[config.mk]
export PLATFORM = sky130hd
export DESIGN_NAME = mux_receive_connection_table
export DESIGN_NICKNAME = d
export VERILOG_FILES = /design/src/design/mrct_pkg.sv /design/src/design/mux_receive_connection_table.sv /design/src/design/mrct_mem.sv /design/src/design/mrct_ctrl.sv
export SDC_FILE = /design/constraint.sdc
export NUM_CORES = 2
export LEC_CHECK = 0
export BUFFER_PORTS_ARGS = -buffer_cell sky130_fd_sc_hd__buf_4
export CORE_UTILIZATION = 60
export CTS_CLUSTER_DIAMETER = 150
export CTS_CLUSTER_SIZE = 16
export DETAILED_ROUTE_END_ITERATION = 6
export PLACE_DENSITY = 0.77
export SLEW_MARGIN = 30
export SYNTH_ARGS = -nofsm -noshare
export SYNTH_HDL_FRONTEND = slang
export SYNTH_SLANG_ARGS = --single-unit
export TNS_END_PERCENT = 5
[constraint.sdc]
create_clock -name clk_i -period 11.6 [get_ports clk_i]
set_clock_uncertainty 0.1 [all_clocks]
set_input_delay 2.32 -clock clk_i [delete_from_list [all_inputs] [get_ports clk_i]]
set_output_delay 2.32 -clock clk_i [all_outputs]
set_load 0.02 [all_outputs]
[src/design/mrct_pkg.sv]
// Shared types and constants of the multiplexer receive connection table.
// Used by mrct_mem, mrct_ctrl and mux_receive_connection_table.
`timescale 1ns / 1ps
`default_nettype none

package mrct_pkg;

  localparam int unsigned TABLE_DEPTH = 16;
  localparam int unsigned MAX_RESULTS = 16;
  localparam int unsigned CNT_W = $clog2(MAX_RESULTS + 1);

  localparam int unsigned CFG_ADDR_W = 3;
  localparam int unsigned CFG_DATA_W = 32;
  localparam int unsigned IN_TDATA_W = 88;
  localparam int unsigned OUT_TDATA_W = 56;

  localparam logic [7:0] RST_CONNECT_CODE = 8'd1;
  localparam logic [7:0] RST_PUSH_CODE = 8'd2;
  localparam logic [7:0] RST_CLOSE_CODE = 8'd3;
  localparam logic [31:0] RST_IDLE_TIMEOUT = 32'd30000;
  localparam logic RST_TIMEOUT_ENABLE = 1'b1;

  typedef enum logic [2:0] {
    CFG_CONNECT_CODE = 3'd0,
    CFG_PUSH_CODE = 3'd1,
    CFG_CLOSE_CODE = 3'd2,
    CFG_IDLE_TIMEOUT = 3'd3,
    CFG_TIMEOUT_ENABLE = 3'd4
  } cfg_idx_e;

  typedef enum logic [1:0] {
    OP_MSG = 2'd0,
    OP_TICK = 2'd1,
    OP_RELEASE = 2'd2,
    OP_UNUSED = 2'd3
  } op_e;

  typedef enum logic [1:0] {
    ST_NEW = 2'd0,
    ST_OPEN = 2'd1,
    ST_CLOSED = 2'd2
  } st_e;

  typedef enum logic [3:0] {
    ACT_BAD_CONNECT = 4'd0,
    ACT_DROP = 4'd1,
    ACT_NEW_DELIVER = 4'd2,
    ACT_DELIVER = 4'd3,
    ACT_CLOSED = 4'd4,
    ACT_FULL = 4'd5,
    ACT_RELEASED = 4'd6,
    ACT_REL_MISS = 4'd7,
    ACT_IGNORED = 4'd8
  } act_e;

  typedef struct packed {
    logic [7:0] connect_code;
    logic [7:0] push_code;
    logic [7:0] close_code;
    logic [31:0] idle_timeout;
    logic timeout_enable;
  } cfg_t;

  typedef struct packed {
    op_e opcode;
    logic [7:0] msg_cmd;
    logic [31:0] conn_id;
    logic [15:0] payload_length;
    logic [31:0] time_now;
  } item_t;

  typedef struct packed {
    logic [31:0] id;
    st_e status;
    logic [31:0] rx_time;
  } entry_t;

  typedef struct packed {
    act_e action;
    logic [31:0] result_id;
    logic [3:0] slot;
    logic [15:0] deliver_length;
    logic last;
  } res_t;

endpackage

`default_nettype wire

[src/design/mux_receive_connection_table.sv]
// Receive-side connection table of a stream multiplexer, top level.
// Holds the configuration registers and the output register; uses mrct_pkg,
// mrct_mem and mrct_ctrl.
//
// Usage: each word on the slave stream is one header, tick or release (kind in
// tuser). Results leave on the master stream, action in tuser, tlast on the
// final result of an item. Configuration is written through cfg_we_i, cfg_addr_i
// and cfg_wdata_i by the user only while no item is in flight (not enforced).
// Timing: one item at a time. A header or release walks the whole table in the
// entry memory, reading and then checking each entry; after the scan it picks
// its action, its result reaches the output register as the sequencer returns
// to idle, and the next word is taken from then on. A tick walks the table as
// well, leaves its last result after the scan plus any stall, and may report up
// to 16 closes. A tick with the idle check off and the unused kind skip the
// scan and go straight to the flush step that hands out any result.
// Reset clears all valid bits, so the table starts empty, and loads the
// default configuration. When the receiver stalls, the result waits in the
// output register and one more in the sequencer; a tick's scan halts at an
// expiring entry until it frees; a new item is taken once the last result is in it.
`timescale 1ns / 1ps
`default_nettype none

module mux_receive_connection_table #(
  parameter int unsigned TableDepth = mrct_pkg::TABLE_DEPTH
) (
  input  wire logic                                clk_i,
  input  wire logic                                rst_ni,
  input  wire logic                                cfg_we_i,
  input  wire logic [mrct_pkg::CFG_ADDR_W-1:0]     cfg_addr_i,
  input  wire logic [mrct_pkg::CFG_DATA_W-1:0]     cfg_wdata_i,
  input  wire logic                                s_axis_tvalid,
  output logic                                     s_axis_tready,
  // msg_cmd, conn_id, payload_length, time_now
  input  wire logic [mrct_pkg::IN_TDATA_W-1:0]     s_axis_tdata,
  // opcode
  input  wire logic [1:0]                          s_axis_tuser,
  output logic                                     m_axis_tvalid,
  input  wire logic                                m_axis_tready,
  // result_id, slot, deliver_length, zero fill
  output logic [mrct_pkg::OUT_TDATA_W-1:0]         m_axis_tdata,
  // action
  output logic [3:0]                               m_axis_tuser,
  output logic                                     m_axis_tlast
);

  localparam int unsigned IdxW = (TableDepth > 1) ? $clog2(TableDepth) : 1;

  mrct_pkg::cfg_t cfg_q, cfg_d;
  logic out_valid_q, out_valid_d;
  mrct_pkg::res_t out_q, out_d;
  mrct_pkg::item_t item;
  mrct_pkg::res_t res;
  logic res_valid;
  logic out_free;
  logic mem_we, mem_re;
  logic [IdxW-1:0] mem_waddr, mem_raddr;
  mrct_pkg::entry_t mem_wdata, mem_rdata;

  assign item.opcode = mrct_pkg::op_e'(s_axis_tuser);
  assign item.msg_cmd = s_axis_tdata[7:0];
  assign item.conn_id = s_axis_tdata[39:8];
  assign item.payload_length = s_axis_tdata[55:40];
  assign item.time_now = s_axis_tdata[87:56];

  assign out_free = !out_valid_q || m_axis_tready;

  always_comb begin
    cfg_d = cfg_q;
    if (cfg_we_i) begin
      case (mrct_pkg::cfg_idx_e'(cfg_addr_i))
        mrct_pkg::CFG_CONNECT_CODE: cfg_d.connect_code = cfg_wdata_i[7:0];
        mrct_pkg::CFG_PUSH_CODE: cfg_d.push_code = cfg_wdata_i[7:0];
        mrct_pkg::CFG_CLOSE_CODE: cfg_d.close_code = cfg_wdata_i[7:0];
        mrct_pkg::CFG_IDLE_TIMEOUT: cfg_d.idle_timeout = cfg_wdata_i[31:0];
        mrct_pkg::CFG_TIMEOUT_ENABLE: cfg_d.timeout_enable = cfg_wdata_i[0];
        default: cfg_d = cfg_q;
      endcase
    end
  end

  always_comb begin
    out_valid_d = out_valid_q;
    out_d = out_q;
    if (res_valid) begin
      out_valid_d = 1'b1;
      out_d = res;
    end else if (m_axis_tready) begin
      out_valid_d = 1'b0;
    end
  end

  always_ff @(posedge clk_i or negedge rst_ni) begin
    if (!rst_ni) begin
      cfg_q <= '{mrct_pkg::RST_CONNECT_CODE, mrct_pkg::RST_PUSH_CODE,
                 mrct_pkg::RST_CLOSE_CODE, mrct_pkg::RST_IDLE_TIMEOUT,
                 mrct_pkg::RST_TIMEOUT_ENABLE};
      out_valid_q <= 1'b0;
    end else begin
      cfg_q <= cfg_d;
      out_valid_q <= out_valid_d;
    end
  end

  always_ff @(posedge clk_i) begin
    out_q <= out_d;
  end

  mrct_ctrl #(
    .TableDepth(TableDepth)
  ) u_ctrl (
    .clk_i(clk_i),
    .rst_ni(rst_ni),
    .cfg_i(cfg_q),
    .in_valid_i(s_axis_tvalid),
    .in_ready_o(s_axis_tready),
    .item_i(item),
    .out_free_i(out_free),
    .res_valid_o(res_valid),
    .res_o(res),
    .mem_we_o(mem_we),
    .mem_waddr_o(mem_waddr),
    .mem_wdata_o(mem_wdata),
    .mem_re_o(mem_re),
    .mem_raddr_o(mem_raddr),
    .mem_rdata_i(mem_rdata)
  );

  mrct_mem #(
    .TableDepth(TableDepth)
  ) u_mem (
    .clk_i(clk_i),
    .we_i(mem_we),
    .waddr_i(mem_waddr),
    .wdata_i(mem_wdata),
    .re_i(mem_re),
    .raddr_i(mem_raddr),
    .rdata_o(mem_rdata)
  );

  assign m_axis_tvalid = out_valid_q;
  assign m_axis_tdata = {4'b0000, out_q.deliver_length, out_q.slot, out_q.result_id};
  assign m_axis_tuser = out_q.action;
  assign m_axis_tlast = out_q.last;

`ifndef SYNTHESIS
  a_busy_after_accept: assert property (@(posedge clk_i) disable iff (!rst_ni)
    s_axis_tvalid && s_axis_tready |=> !s_axis_tready)
    else $error("input accepted again while an item is in work");

  a_no_overwrite: assert property (@(posedge clk_i) disable iff (!rst_ni)
    res_valid |-> out_free)
    else $error("result overwrote a word not yet taken");

  a_len_only_deliver: assert property (@(posedge clk_i) disable iff (!rst_ni)
    m_axis_tvalid && (m_axis_tdata[51:36] != 16'd0) |->
      (m_axis_tuser == mrct_pkg::ACT_NEW_DELIVER) ||
      (m_axis_tuser == mrct_pkg::ACT_DELIVER))
    else $error("deliver length on a result that delivers nothing");

  a_mem_no_rw_clash: assert property (@(posedge clk_i) disable iff (!rst_ni)
    !(mem_we && mem_re))
    else $error("entry memory read and written in the same cycle");
`endif

endmodule

`default_nettype wire

[src/design/mrct_mem.sv]
// Synchronous single-write, single-read memory holding the connection entries.
// Entry layout comes from mrct_pkg; read data is registered and appears in the cycle after the read.
`timescale 1ns / 1ps
`default_nettype none

module mrct_mem #(
  parameter int unsigned TableDepth = mrct_pkg::TABLE_DEPTH,
  localparam int unsigned IdxW = (TableDepth > 1) ? $clog2(TableDepth) : 1
) (
  input  wire logic                 clk_i,
  input  wire logic                 we_i,
  input  wire logic [IdxW-1:0]      waddr_i,
  input  wire mrct_pkg::entry_t     wdata_i,
  input  wire logic                 re_i,
  input  wire logic [IdxW-1:0]      raddr_i,
  output mrct_pkg::entry_t          rdata_o
);

  mrct_pkg::entry_t mem_q [TableDepth];
  mrct_pkg::entry_t rdata_q;

  always_ff @(posedge clk_i) begin
    if (we_i) begin
      mem_q[waddr_i] <= wdata_i;
    end
  end

  always_ff @(posedge clk_i) begin
    if (re_i) begin
      rdata_q <= mem_q[raddr_i];
    end
  end

  assign rdata_o = rdata_q;

endmodule

`default_nettype wire

[src/design/mrct_ctrl.sv]
// Sequencer of the connection table: scans the entry memory, updates entries
// and valid bits, and hands results to the output register. Uses mrct_pkg.
`timescale 1ns / 1ps
`default_nettype none

module mrct_ctrl #(
  parameter int unsigned TableDepth = mrct_pkg::TABLE_DEPTH,
  localparam int unsigned IdxW = (TableDepth > 1) ? $clog2(TableDepth) : 1
) (
  input  wire logic                 clk_i,
  input  wire logic                 rst_ni,
  input  wire mrct_pkg::cfg_t       cfg_i,
  input  wire logic                 in_valid_i,
  output logic                      in_ready_o,
  input  wire mrct_pkg::item_t      item_i,
  input  wire logic                 out_free_i,
  output logic                      res_valid_o,
  output mrct_pkg::res_t            res_o,
  output logic                      mem_we_o,
  output logic [IdxW-1:0]           mem_waddr_o,
  output mrct_pkg::entry_t          mem_wdata_o,
  output logic                      mem_re_o,
  output logic [IdxW-1:0]           mem_raddr_o,
  input  wire mrct_pkg::entry_t     mem_rdata_i
);

  typedef enum logic [4:0] {
    S_IDLE = 5'b00001,
    S_READ = 5'b00010,
    S_CHECK = 5'b00100,
    S_ACT = 5'b01000,
    S_FLUSH = 5'b10000
  } state_e;

  localparam logic [IdxW-1:0] LastIdx = IdxW'(TableDepth - 1);

  function automatic logic [3:0] slot_of(input logic [IdxW-1:0] idx);
    logic [IdxW+3:0] ext;
    ext = {4'b0000, idx};
    return ext[3:0];
  endfunction

  state_e state_q, state_d;
  mrct_pkg::item_t item_q, item_d;
  logic [IdxW-1:0] idx_q, idx_d;
  logic [mrct_pkg::CNT_W-1:0] n_q, n_d;
  logic hit_q, hit_d;
  logic [IdxW-1:0] hit_idx_q, hit_idx_d;
  mrct_pkg::st_e hit_st_q, hit_st_d;
  logic free_q, free_d;
  logic [IdxW-1:0] free_idx_q, free_idx_d;
  logic pend_v_q, pend_v_d;
  mrct_pkg::res_t pend_q, pend_d;
  logic [TableDepth-1:0] valid_q, valid_d;

  logic ent_valid;
  logic [31:0] age;
  logic expire;
  logic is_conn, is_push, is_close;
  logic [3:0] hit_slot;

  assign ent_valid = valid_q[idx_q];
  assign age = item_q.time_now - mem_rdata_i.rx_time;
  assign expire = ent_valid && (mem_rdata_i.status != mrct_pkg::ST_CLOSED) &&
                  (age >= cfg_i.idle_timeout) &&
                  (n_q < mrct_pkg::CNT_W'(mrct_pkg::MAX_RESULTS));
  assign is_conn = item_q.msg_cmd == cfg_i.connect_code;
  assign is_push = item_q.msg_cmd == cfg_i.push_code;
  assign is_close = item_q.msg_cmd == cfg_i.close_code;
  assign hit_slot = hit_q ? slot_of(hit_idx_q) : 4'd0;

  assign in_ready_o = state_q == S_IDLE;
  assign mem_raddr_o = idx_q;

  always_comb begin
    res_o = pend_q;
    res_o.last = state_q == S_FLUSH;
  end

  always_comb begin
    state_d = state_q;
    item_d = item_q;
    idx_d = idx_q;
    n_d = n_q;
    hit_d = hit_q;
    hit_idx_d = hit_idx_q;
    hit_st_d = hit_st_q;
    free_d = free_q;
    free_idx_d = free_idx_q;
    pend_v_d = pend_v_q;
    pend_d = pend_q;
    valid_d = valid_q;
    res_valid_o = 1'b0;
    mem_re_o = 1'b0;
    mem_we_o = 1'b0;
    mem_waddr_o = idx_q;
    mem_wdata_o = mem_rdata_i;
    case (state_q)
      S_IDLE: begin
        if (in_valid_i) begin
          item_d = item_i;
          idx_d = '0;
          n_d = '0;
          hit_d = 1'b0;
          free_d = 1'b0;
          pend_v_d = 1'b0;
          case (item_i.opcode)
            mrct_pkg::OP_TICK: begin
              if (cfg_i.timeout_enable && (cfg_i.idle_timeout != 32'd0)) begin
                state_d = S_READ;
              end else begin
                state_d = S_FLUSH;
              end
            end
            mrct_pkg::OP_UNUSED: begin
              pend_d = '{mrct_pkg::ACT_IGNORED, item_i.conn_id, 4'd0, 16'd0, 1'b0};
              pend_v_d = 1'b1;
              state_d = S_FLUSH;
            end
            default: begin
              state_d = S_READ;
            end
          endcase
        end
      end
      S_READ: begin
        mem_re_o = 1'b1;
        state_d = S_CHECK;
      end
      S_CHECK: begin
        if (!(item_q.opcode == mrct_pkg::OP_TICK && expire && pend_v_q && !out_free_i)) begin
          if (item_q.opcode == mrct_pkg::OP_TICK) begin
            if (expire) begin
              mem_we_o = 1'b1;
              mem_wdata_o = '{mem_rdata_i.id, mrct_pkg::ST_CLOSED, mem_rdata_i.rx_time};
              res_valid_o = pend_v_q;
              pend_d = '{mrct_pkg::ACT_CLOSED, mem_rdata_i.id, slot_of(idx_q), 16'd0, 1'b0};
              pend_v_d = 1'b1;
              n_d = n_q + 1'b1;
            end
          end else begin
            if (ent_valid && !hit_q && (mem_rdata_i.id == item_q.conn_id)) begin
              hit_d = 1'b1;
              hit_idx_d = idx_q;
              hit_st_d = mem_rdata_i.status;
            end
            if (!ent_valid && !free_q) begin
              free_d = 1'b1;
              free_idx_d = idx_q;
            end
          end
          if (idx_q == LastIdx) begin
            state_d = (item_q.opcode == mrct_pkg::OP_TICK) ? S_FLUSH : S_ACT;
          end else begin
            idx_d = idx_q + 1'b1;
            state_d = S_READ;
          end
        end
      end
      S_ACT: begin
        pend_v_d = 1'b1;
        state_d = S_FLUSH;
        if (item_q.opcode == mrct_pkg::OP_RELEASE) begin
          if (hit_q) begin
            valid_d[hit_idx_q] = 1'b0;
            pend_d = '{mrct_pkg::ACT_RELEASED, item_q.conn_id, hit_slot, 16'd0, 1'b0};
          end else begin
            pend_d = '{mrct_pkg::ACT_REL_MISS, item_q.conn_id, 4'd0, 16'd0, 1'b0};
          end
        end else if (is_conn && hit_q && (hit_st_q != mrct_pkg::ST_NEW)) begin
          pend_d = '{mrct_pkg::ACT_BAD_CONNECT, item_q.conn_id, hit_slot, 16'd0, 1'b0};
        end else if (is_conn && !hit_q && !free_q) begin
          pend_d = '{mrct_pkg::ACT_FULL, item_q.conn_id, 4'd0, 16'd0, 1'b0};
        end else if (is_conn && !hit_q) begin
          valid_d[free_idx_q] = 1'b1;
          mem_we_o = 1'b1;
          mem_waddr_o = free_idx_q;
          mem_wdata_o = '{item_q.conn_id, mrct_pkg::ST_OPEN, item_q.time_now};
          pend_d = '{mrct_pkg::ACT_NEW_DELIVER, item_q.conn_id, slot_of(free_idx_q),
                     item_q.payload_length, 1'b0};
        end else if (!hit_q || (hit_st_q == mrct_pkg::ST_CLOSED)) begin
          pend_d = '{mrct_pkg::ACT_DROP, item_q.conn_id, hit_slot, 16'd0, 1'b0};
        end else begin
          mem_we_o = 1'b1;
          mem_waddr_o = hit_idx_q;
          if (is_conn || is_push) begin
            mem_wdata_o = '{item_q.conn_id, mrct_pkg::ST_OPEN, item_q.time_now};
            pend_d = '{mrct_pkg::ACT_DELIVER, item_q.conn_id, hit_slot,
                       item_q.payload_length, 1'b0};
          end else if (is_close) begin
            mem_wdata_o = '{item_q.conn_id, mrct_pkg::ST_CLOSED, item_q.time_now};
            pend_d = '{mrct_pkg::ACT_CLOSED, item_q.conn_id, hit_slot, 16'd0, 1'b0};
          end else begin
            mem_wdata_o = '{item_q.conn_id, mrct_pkg::ST_OPEN, item_q.time_now};
            pend_d = '{mrct_pkg::ACT_IGNORED, item_q.conn_id, hit_slot, 16'd0, 1'b0};
          end
        end
      end
      S_FLUSH: begin
        if (!pend_v_q) begin
          state_d = S_IDLE;
        end else if (out_free_i) begin
          res_valid_o = 1'b1;
          pend_v_d = 1'b0;
          state_d = S_IDLE;
        end
      end
      default: begin
        state_d = S_IDLE;
      end
    endcase
  end

  always_ff @(posedge clk_i or negedge rst_ni) begin
    if (!rst_ni) begin
      state_q <= S_IDLE;
      pend_v_q <= 1'b0;
      valid_q <= '0;
      n_q <= '0;
      idx_q <= '0;
      hit_q <= 1'b0;
      free_q <= 1'b0;
    end else begin
      state_q <= state_d;
      pend_v_q <= pend_v_d;
      valid_q <= valid_d;
      n_q <= n_d;
      idx_q <= idx_d;
      hit_q <= hit_d;
      free_q <= free_d;
    end
  end

  always_ff @(posedge clk_i) begin
    item_q <= item_d;
    hit_idx_q <= hit_idx_d;
    hit_st_q <= hit_st_d;
    free_idx_q <= free_idx_d;
    pend_q <= pend_d;
  end

endmodule

`default_nettype wire
# Yosys cells after proc, flatten, opt, wreduce, memory -nomap -nowiden
# Memory sizes are Yosys's and may differ from the RTL's. A register that Yosys moved wholly into a read port is not among the register bits.
# Index checks and enable logic that the tools add are counted.
[totals]
in_bits = 130
ram_bits = 1056
memories = 1
out_inout_bits = 63
regBits = 304
[op_classes]
bitwise_logic = 5
n_mux = 98
eq_ne = 33
n_reduce_logical = 48
n_addsub = 3
n_lt_le_gt_ge = 7
[mem_list]
columns = ["memory", "words", "width", "rd", "rd_ports_with_merged_regs", "write_ports", "line_no", "rtl"]
rows = [
  ["u_mem.mem_q", 16, 66, 1, 1, 1, "mrct_mem.sv:19", "mrct_pkg::entry_t mem_q [TableDepth];"],
]
[op_table]
columns = ["op", "count"]
rows = [
  ["two-way mux 57 bit", 12],
  ["two-way mux 66 bit", 5],
  ["case mux 57 bit (3 select lines)", 1],
  ["two-way mux 34 bit", 5],
  ["case mux 66 bit (2 select lines)", 1],
  ["two-way mux 16 bit", 5],
  ["two-way mux 5 bit", 11],
  ["two-way mux 54 bit", 1],
  ["two-way mux 4 bit", 10],
  ["two-way mux 1 bit", 35],
  ["== test 32 bit", 1],
  ["greater-or-equal comparator 32 bit", 1],
  ["nonzero test 32 bit", 1],
  ["subtractor 32 bit", 1],
  ["case mux 5 bit (5 select lines)", 1],
  ["AND reduction 5 bit", 5],
  ["== test 8 bit", 3],
  ["case mux 5 bit (2 select lines)", 2],
  ["AND 16 bit", 1],
  ["logical AND 1 bit", 16],
  ["!= test 2 x 1 -> 1 bit (second input constant)", 8],
  ["inverter 16 bit", 1],
  ["bitwise OR 16 bit", 1],
  ["less-than comparator 4 x 5 -> 1 bit (second input constant)", 3],
  ["other kinds (33)", 63],
]

# Longest topological paths before layout
[depth]
word_depth = 12
ltp_mapped = 21
depth_no_buf = 21

# Cells and area by module
# Synthesis repeated with hierarchy kept, for this count alone.
[hier_totals]
hier_cells = 2912
area_unflattened_um2 = 56653.1
[modules_own_cells]
columns = ["module", "cells_per_inst", "area_per_inst_um2", "n_inst"]
rows = [
  ["mrct_mem", 1698, 41461.0, 1],
  ["mrct_ctrl", 1025, 11224.5, 1],
  ["mux_receive_connection_table", 189, 3967.6, 1],
]

# Worst setup path after synthesis
# OpenSTA, ideal clock, no wires.
[synth_path]
kind = "reg2reg"
from = "register u_ctrl.item_q[12] in the netlist's numbering"
to = "memory u_mem.mem_q[12][0] in the netlist's numbering, enable pin"
t_required_ns = 10.929
arrival_time_ns = 8.725
path_slack_ns = 2.204
path_stages_with_launch = 19
synth_period_minus_slack_ns = 9.396
n_path_buf = 1
setup_ns = 0.571
path_cell_list = "edfxtp_1 ha_1 clkbuf_1 nand3_1 a211oi_1 a21oi_1 a2111oi_0 o21bai_1 a21boi_0 nor4_1 a311o_1 ha_1 nand4_1 or3_1 nor2_1 o211ai_1 a21oi_1 a21oi_1 nor3_1"
[synth_via]
elab_chain_cells = 11
[synth_rtl]
columns = ["item", "line_no", "rtl"]
rows = [
  ["from (decl)", "mrct_ctrl.sv:44", "mrct_pkg::item_t item_q, item_d;"],
  ["from (signal assigned)", "mrct_ctrl.sv:235", "item_q <= item_d;"],
  ["subtractor 32 bit *", "mrct_ctrl.sv:63", "assign age = item_q.time_now - mem_rdata_i.rx_time;"],
  ["greater-or-equal comparator 32 bit *", "mrct_ctrl.sv:65", "(age >= cfg_i.idle_timeout) &&"],
  ["logical AND 1 bit *", "mrct_ctrl.sv:64", "assign expire = ent_valid && (mem_rdata_i.status != mrct_pkg::ST_CLOSED) &&"],
  ["logical AND 1 bit *", "mrct_ctrl.sv:65", ""],
  ["logical AND 1 bit (3 in series)", "mrct_ctrl.sv:131", "if (!(item_q.opcode == mrct_pkg::OP_TICK && expire && pend_v_q && !out_free_i)) begin"],
  ["two-way mux 1 bit *", "mrct_ctrl.sv:131", ""],
  ["case mux 1 bit (2 select lines) *", "mrct_ctrl.sv:98", "case (state_q)"],
  ["two-way mux 1 bit *", "mrct_mem.sv:23", "if (we_i) begin"],
  ["two-way mux 1 bit (not written as such) *", "mrct_mem.sv:24", "mem_q[waddr_i] <= wdata_i;"],
  ["to (decl)", "mrct_mem.sv:19", ""],
]
# Every way passes the cells marked *; elsewhere a longest branch is shown, timed or not.

# Worst setup path in the final report
[layout_path]
from = "register u_mem.rdata_o[0] (netlist name)"
to = "memory u_mem.mem_q[12][31] in the netlist's numbering, enable pin"
[layout_via]
elab_chain_cells = 11
[layout_rtl]
columns = ["item", "line_no"]
rows = [
  ["subtractor 32 bit *", "mrct_ctrl.sv:63"],
  ["greater-or-equal comparator 32 bit *", "mrct_ctrl.sv:65"],
  ["logical AND 1 bit *", "mrct_ctrl.sv:64"],
  ["logical AND 1 bit *", "mrct_ctrl.sv:65"],
  ["logical AND 1 bit (3 in series)", "mrct_ctrl.sv:131"],
  ["two-way mux 1 bit *", "mrct_ctrl.sv:131"],
  ["case mux 1 bit (2 select lines) *", "mrct_ctrl.sv:98"],
  ["two-way mux 1 bit *", "mrct_mem.sv:23"],
  ["two-way mux 1 bit (not written as such) *", "mrct_mem.sv:24"],
]
# Marks and branches as above.

==> flow_metrics.tcl <==
set metrics [dict create \
    cp.required_ns 11.78 \
    total_power_uw 10960 \
    syn_inst 2846 \
    cts.path.max_buffers 3 \
    slew_headroom 0.3248 \
    hpwl_mm 74.78 \
    drv_slew 0 \
    critPathCaptureType "register" \
    tns_ns 0 \
    dieArea_um2 96110 \
    drt_iter0_markers 3517 \
    leakage_uw 0.02046 \
    hold_path_class "register to register" \
    routedWlPerCell_um 29.45 \
    cts.sink_count 1426 \
    setup_violations 0 \
    antenna_found_initial 0 \
    use_met3 0.04897 \
    cts_htree_levels 3 \
    syn_to_final_growth_pct 10.82 \
    root_buffer "clkbuf_16" \
    start_util 0.6081 \
    drive_gt1_frac 0.2739 \
    vdd_drop_max_mv 0.1119 \
    cp_max_fo 47 \
    overflow 0 \
    grt_pass1_vias 29280 \
    ff2ff_setup_slack_ns 3.48 \
    cts_hold_buf 0 \
    hold_viol 0 \
    antenna_cells 0 \
    grt_use_total 0.2738 \
    fmax_ghz 0.1232 \
    critPathArrivalTime_ns 8.30 \
    fin_crit_sh 0.6999 \
    numCtsBuffers 99 \
    p_per_area_nw_per_um2 173.8 \
    routed_wl_mm 129.6 \
    fin_cells 4401 \
    met1_usage 0.3807 \
    n_fill_cell 5849 \
    core-area_um2 93610 \
    met2_usage 0.4528 \
    synth_edf_count 1335 \
    tritoncts "done" \
    yosys_warnings 0 \
    clk_latency_ns 0.68 \
    drv_cap 0 \
    top_usage_layer "met2" \
    async_reset_ff_frac 0.06381 \
    io_buffers 188 \
    gp_congestion 0.9084 \
    cts_setup_buffers 0 \
    yosysSeqAreaShare 0.7445 \
    netlist_area_um2 56930 \
    num_vias 29020 \
    startpoint_type "register" \
    ios 193 \
    holdWs_ns 0.3175 \
    detail-route-antenna-nets 0 \
    outcome "complete, no violations" \
    drt-pass1-iter-count 6 \
    syn_area_per_cell_um2 20.00 \
    synth-main-ff-cell "edfxtp_1" \
    dpl.cell_count 4253 \
    worstSetupPathType "register to register" \
    cts_resized 0 \
    period_minus_slack_ns 8.119 \
    drc 0 \
    rsz0062_at_grt "no" \
    fin_util 0.6739 \
    avgViaCountPerCell 6.595 \
    clk_pin_slew_ns 0.07 \
    grt_pass1_wl_mm 190.2 \
    tightest_slew_ns 1.013 \
    rows 112 \
    nets 3299 \
    die_y_um 310.0 \
    grt_max_degree 161 \
    die_x_um 310.0 \
    ys_ff_latch 1426 \
    ys_types 77 \
]
final timing paths:
path	start	endpoint	cells after the start
worst max register to register	u_mem.rdata_o[0]	u_mem.mem_q[12][31]	21
min in group asynchronous	rst_ni	cfg_q[53]	1
worst max-delay path	u_mem.rdata_o[0]	u_mem.mem_q[12][31]	21
worst min-delay path	u_ctrl.res_o[6]	m_axis_tdata[41]	0
max in group asynchronous	rst_ni	u_ctrl.mem_raddr_o[3]	2
worst min register to register	u_ctrl.res_o[6]	m_axis_tdata[41]	0
kinds of logic after synthesis:
| kind of cell | after synthesis | share of synthesized area |
|---|---|---|
| buffers and inverters | 206 | 0.01415 |
| other | 1 | 0.00006588 |
| flip-flops | 1426 | 0.7445 |
| multiplexers | 429 | 0.1511 |
| XOR/XNOR | 85 | 0.01308 |
| AND/OR/NAND/NOR | 353 | 0.02941 |
| adder cells (fa/ha/maj) | 66 | 0.01464 |
| AO/OA/AOI/OAI | 280 | 0.03306 |
sequential cells by signal (all words and copies together), names as in the netlist, 2 cells and up:
register and cells:
cfg_q 57, u_ctrl.valid_q 16, u_mem.rdata_o 66, u_ctrl.hit_idx_q 4, u_ctrl.hit_st_q 2, u_ctrl.mem_raddr_o 4
m_axis_tdata 52, u_mem.mem_q 1056, u_ctrl.res_o 56, m_axis_tuser 4, u_ctrl.free_idx_q 4, u_ctrl.state_q 5
u_ctrl.n_q 5, u_ctrl.item_q 90
stage by stage:
step	worst slack, ns	cell area (µm²)
finish	3.481	63090
global route	3.141	63090
CTS	3.668	63000
detailed placement	3.776	60270
global placement	3.846	60240
floorplan	2.204	56940
synth_stat cells (all sizes together), types with 4 or more instances:
cell,instances,share of area
nand2b,7,0.00077
a22oi,39,0.0051
a21o,28,0.0037
inv,82,0.0054
dfstp,13,0.0060
clkbuf,91,0.0060
mux4,335,0.13
nor4,22,0.0024
o22ai,4,0.00044
buf,32,0.0027
nand4,16,0.0018
dfrtp,78,0.034
edfxtp,1335,0.70
o21ai,81,0.0071
xnor2,52,0.0080
nand3,25,0.0022
nand2,149,0.0098
o211ai,6,0.00079
nor3,26,0.0023
and2,5,0.00055
a31oi,7,0.00077
a32o,4,0.00070
or3,6,0.00066
mux2,92,0.018
nor2,51,0.0034
ha,65,0.014
a21boi,4,0.00053
nor2b,8,0.00088
a211oi,7,0.0010
xor2,33,0.0051
a22o,6,0.00092
a21oi,47,0.0041
o41ai,5,0.00077
and3,27,0.0031
power breakdown:
part           switching [µW]  internal (µW)
sequential                156           5940
clock                    1640           1580
combinational             933            717
total                    2730           8240
placed cells by master (no fill, tap or decap), drive strengths merged, types with 5 or more instances in the layout:
cell type / n
edfxtp: 1335
mux4: 335
buf: 276
nand2: 149
clkbuf: 139
mux2: 92
inv: 85
o21ai: 81
dfrtp: 78
ha: 65
xnor2: 52
nor2: 51
a21oi: 47
a22oi: 39
xor2: 33
a21o: 28
and3: 27
nor3: 26
nand3: 25
nor4: 22
nand4: 16
dfstp: 13
nor2b: 8
nand2b: 7
a31oi: 7
a211oi: 7
o211ai: 6
or3: 6
a22o: 6
o41ai: 5
and2: 5
critical path, cell delays in order (launching register included):
cell and delay, ns:
edfxtp_1 0.40, ha_1 0.23, inv_1 0.07, fa_1 0.23, a211oi_1 0.12, o211ai_1 0.27
a21oi_1 0.17, a2111oi_1 0.84, o21bai_1 0.18, a21boi_0 0.42, nor4_1 0.12, a311o_1 0.34
ha_1 0.31, nand4_1 0.14, or3_1 0.41, nor2_1 0.39, o211ai_1 0.51, a21oi_1 0.53
a21oi_1 0.38, nor3_2 0.26, buf_4 0.42, buf_4 0.79
final cells by class:
| class | instances | area [µm²] | share of cell area |
|---|---|---|---|
| Clock inverter | 6 | 82.58 | 0.001309 |
| Multi-Input combinational cell | 1217 | 13890 | 0.2201 |
| Inverter | 83 | 316.6 | 0.005018 |
| Tap cell | 1254 | 1569 | 0.02487 |
| Clock buffer | 139 | 2649 | 0.04199 |
| Sequential cell | 1426 | 42390 | 0.6720 |
| Timing Repair Buffer | 276 | 2190 | 0.03471 |
metal layers:
metal / wire, µm / up-vias
met5: 0 / -
met4: 2821 / 0
met3: 11460 / 183
met2: 65320 / 1598
met1: 50020 / 15170
li1: - / 12070
Note: power is estimated with default switching activity, not from simulation.
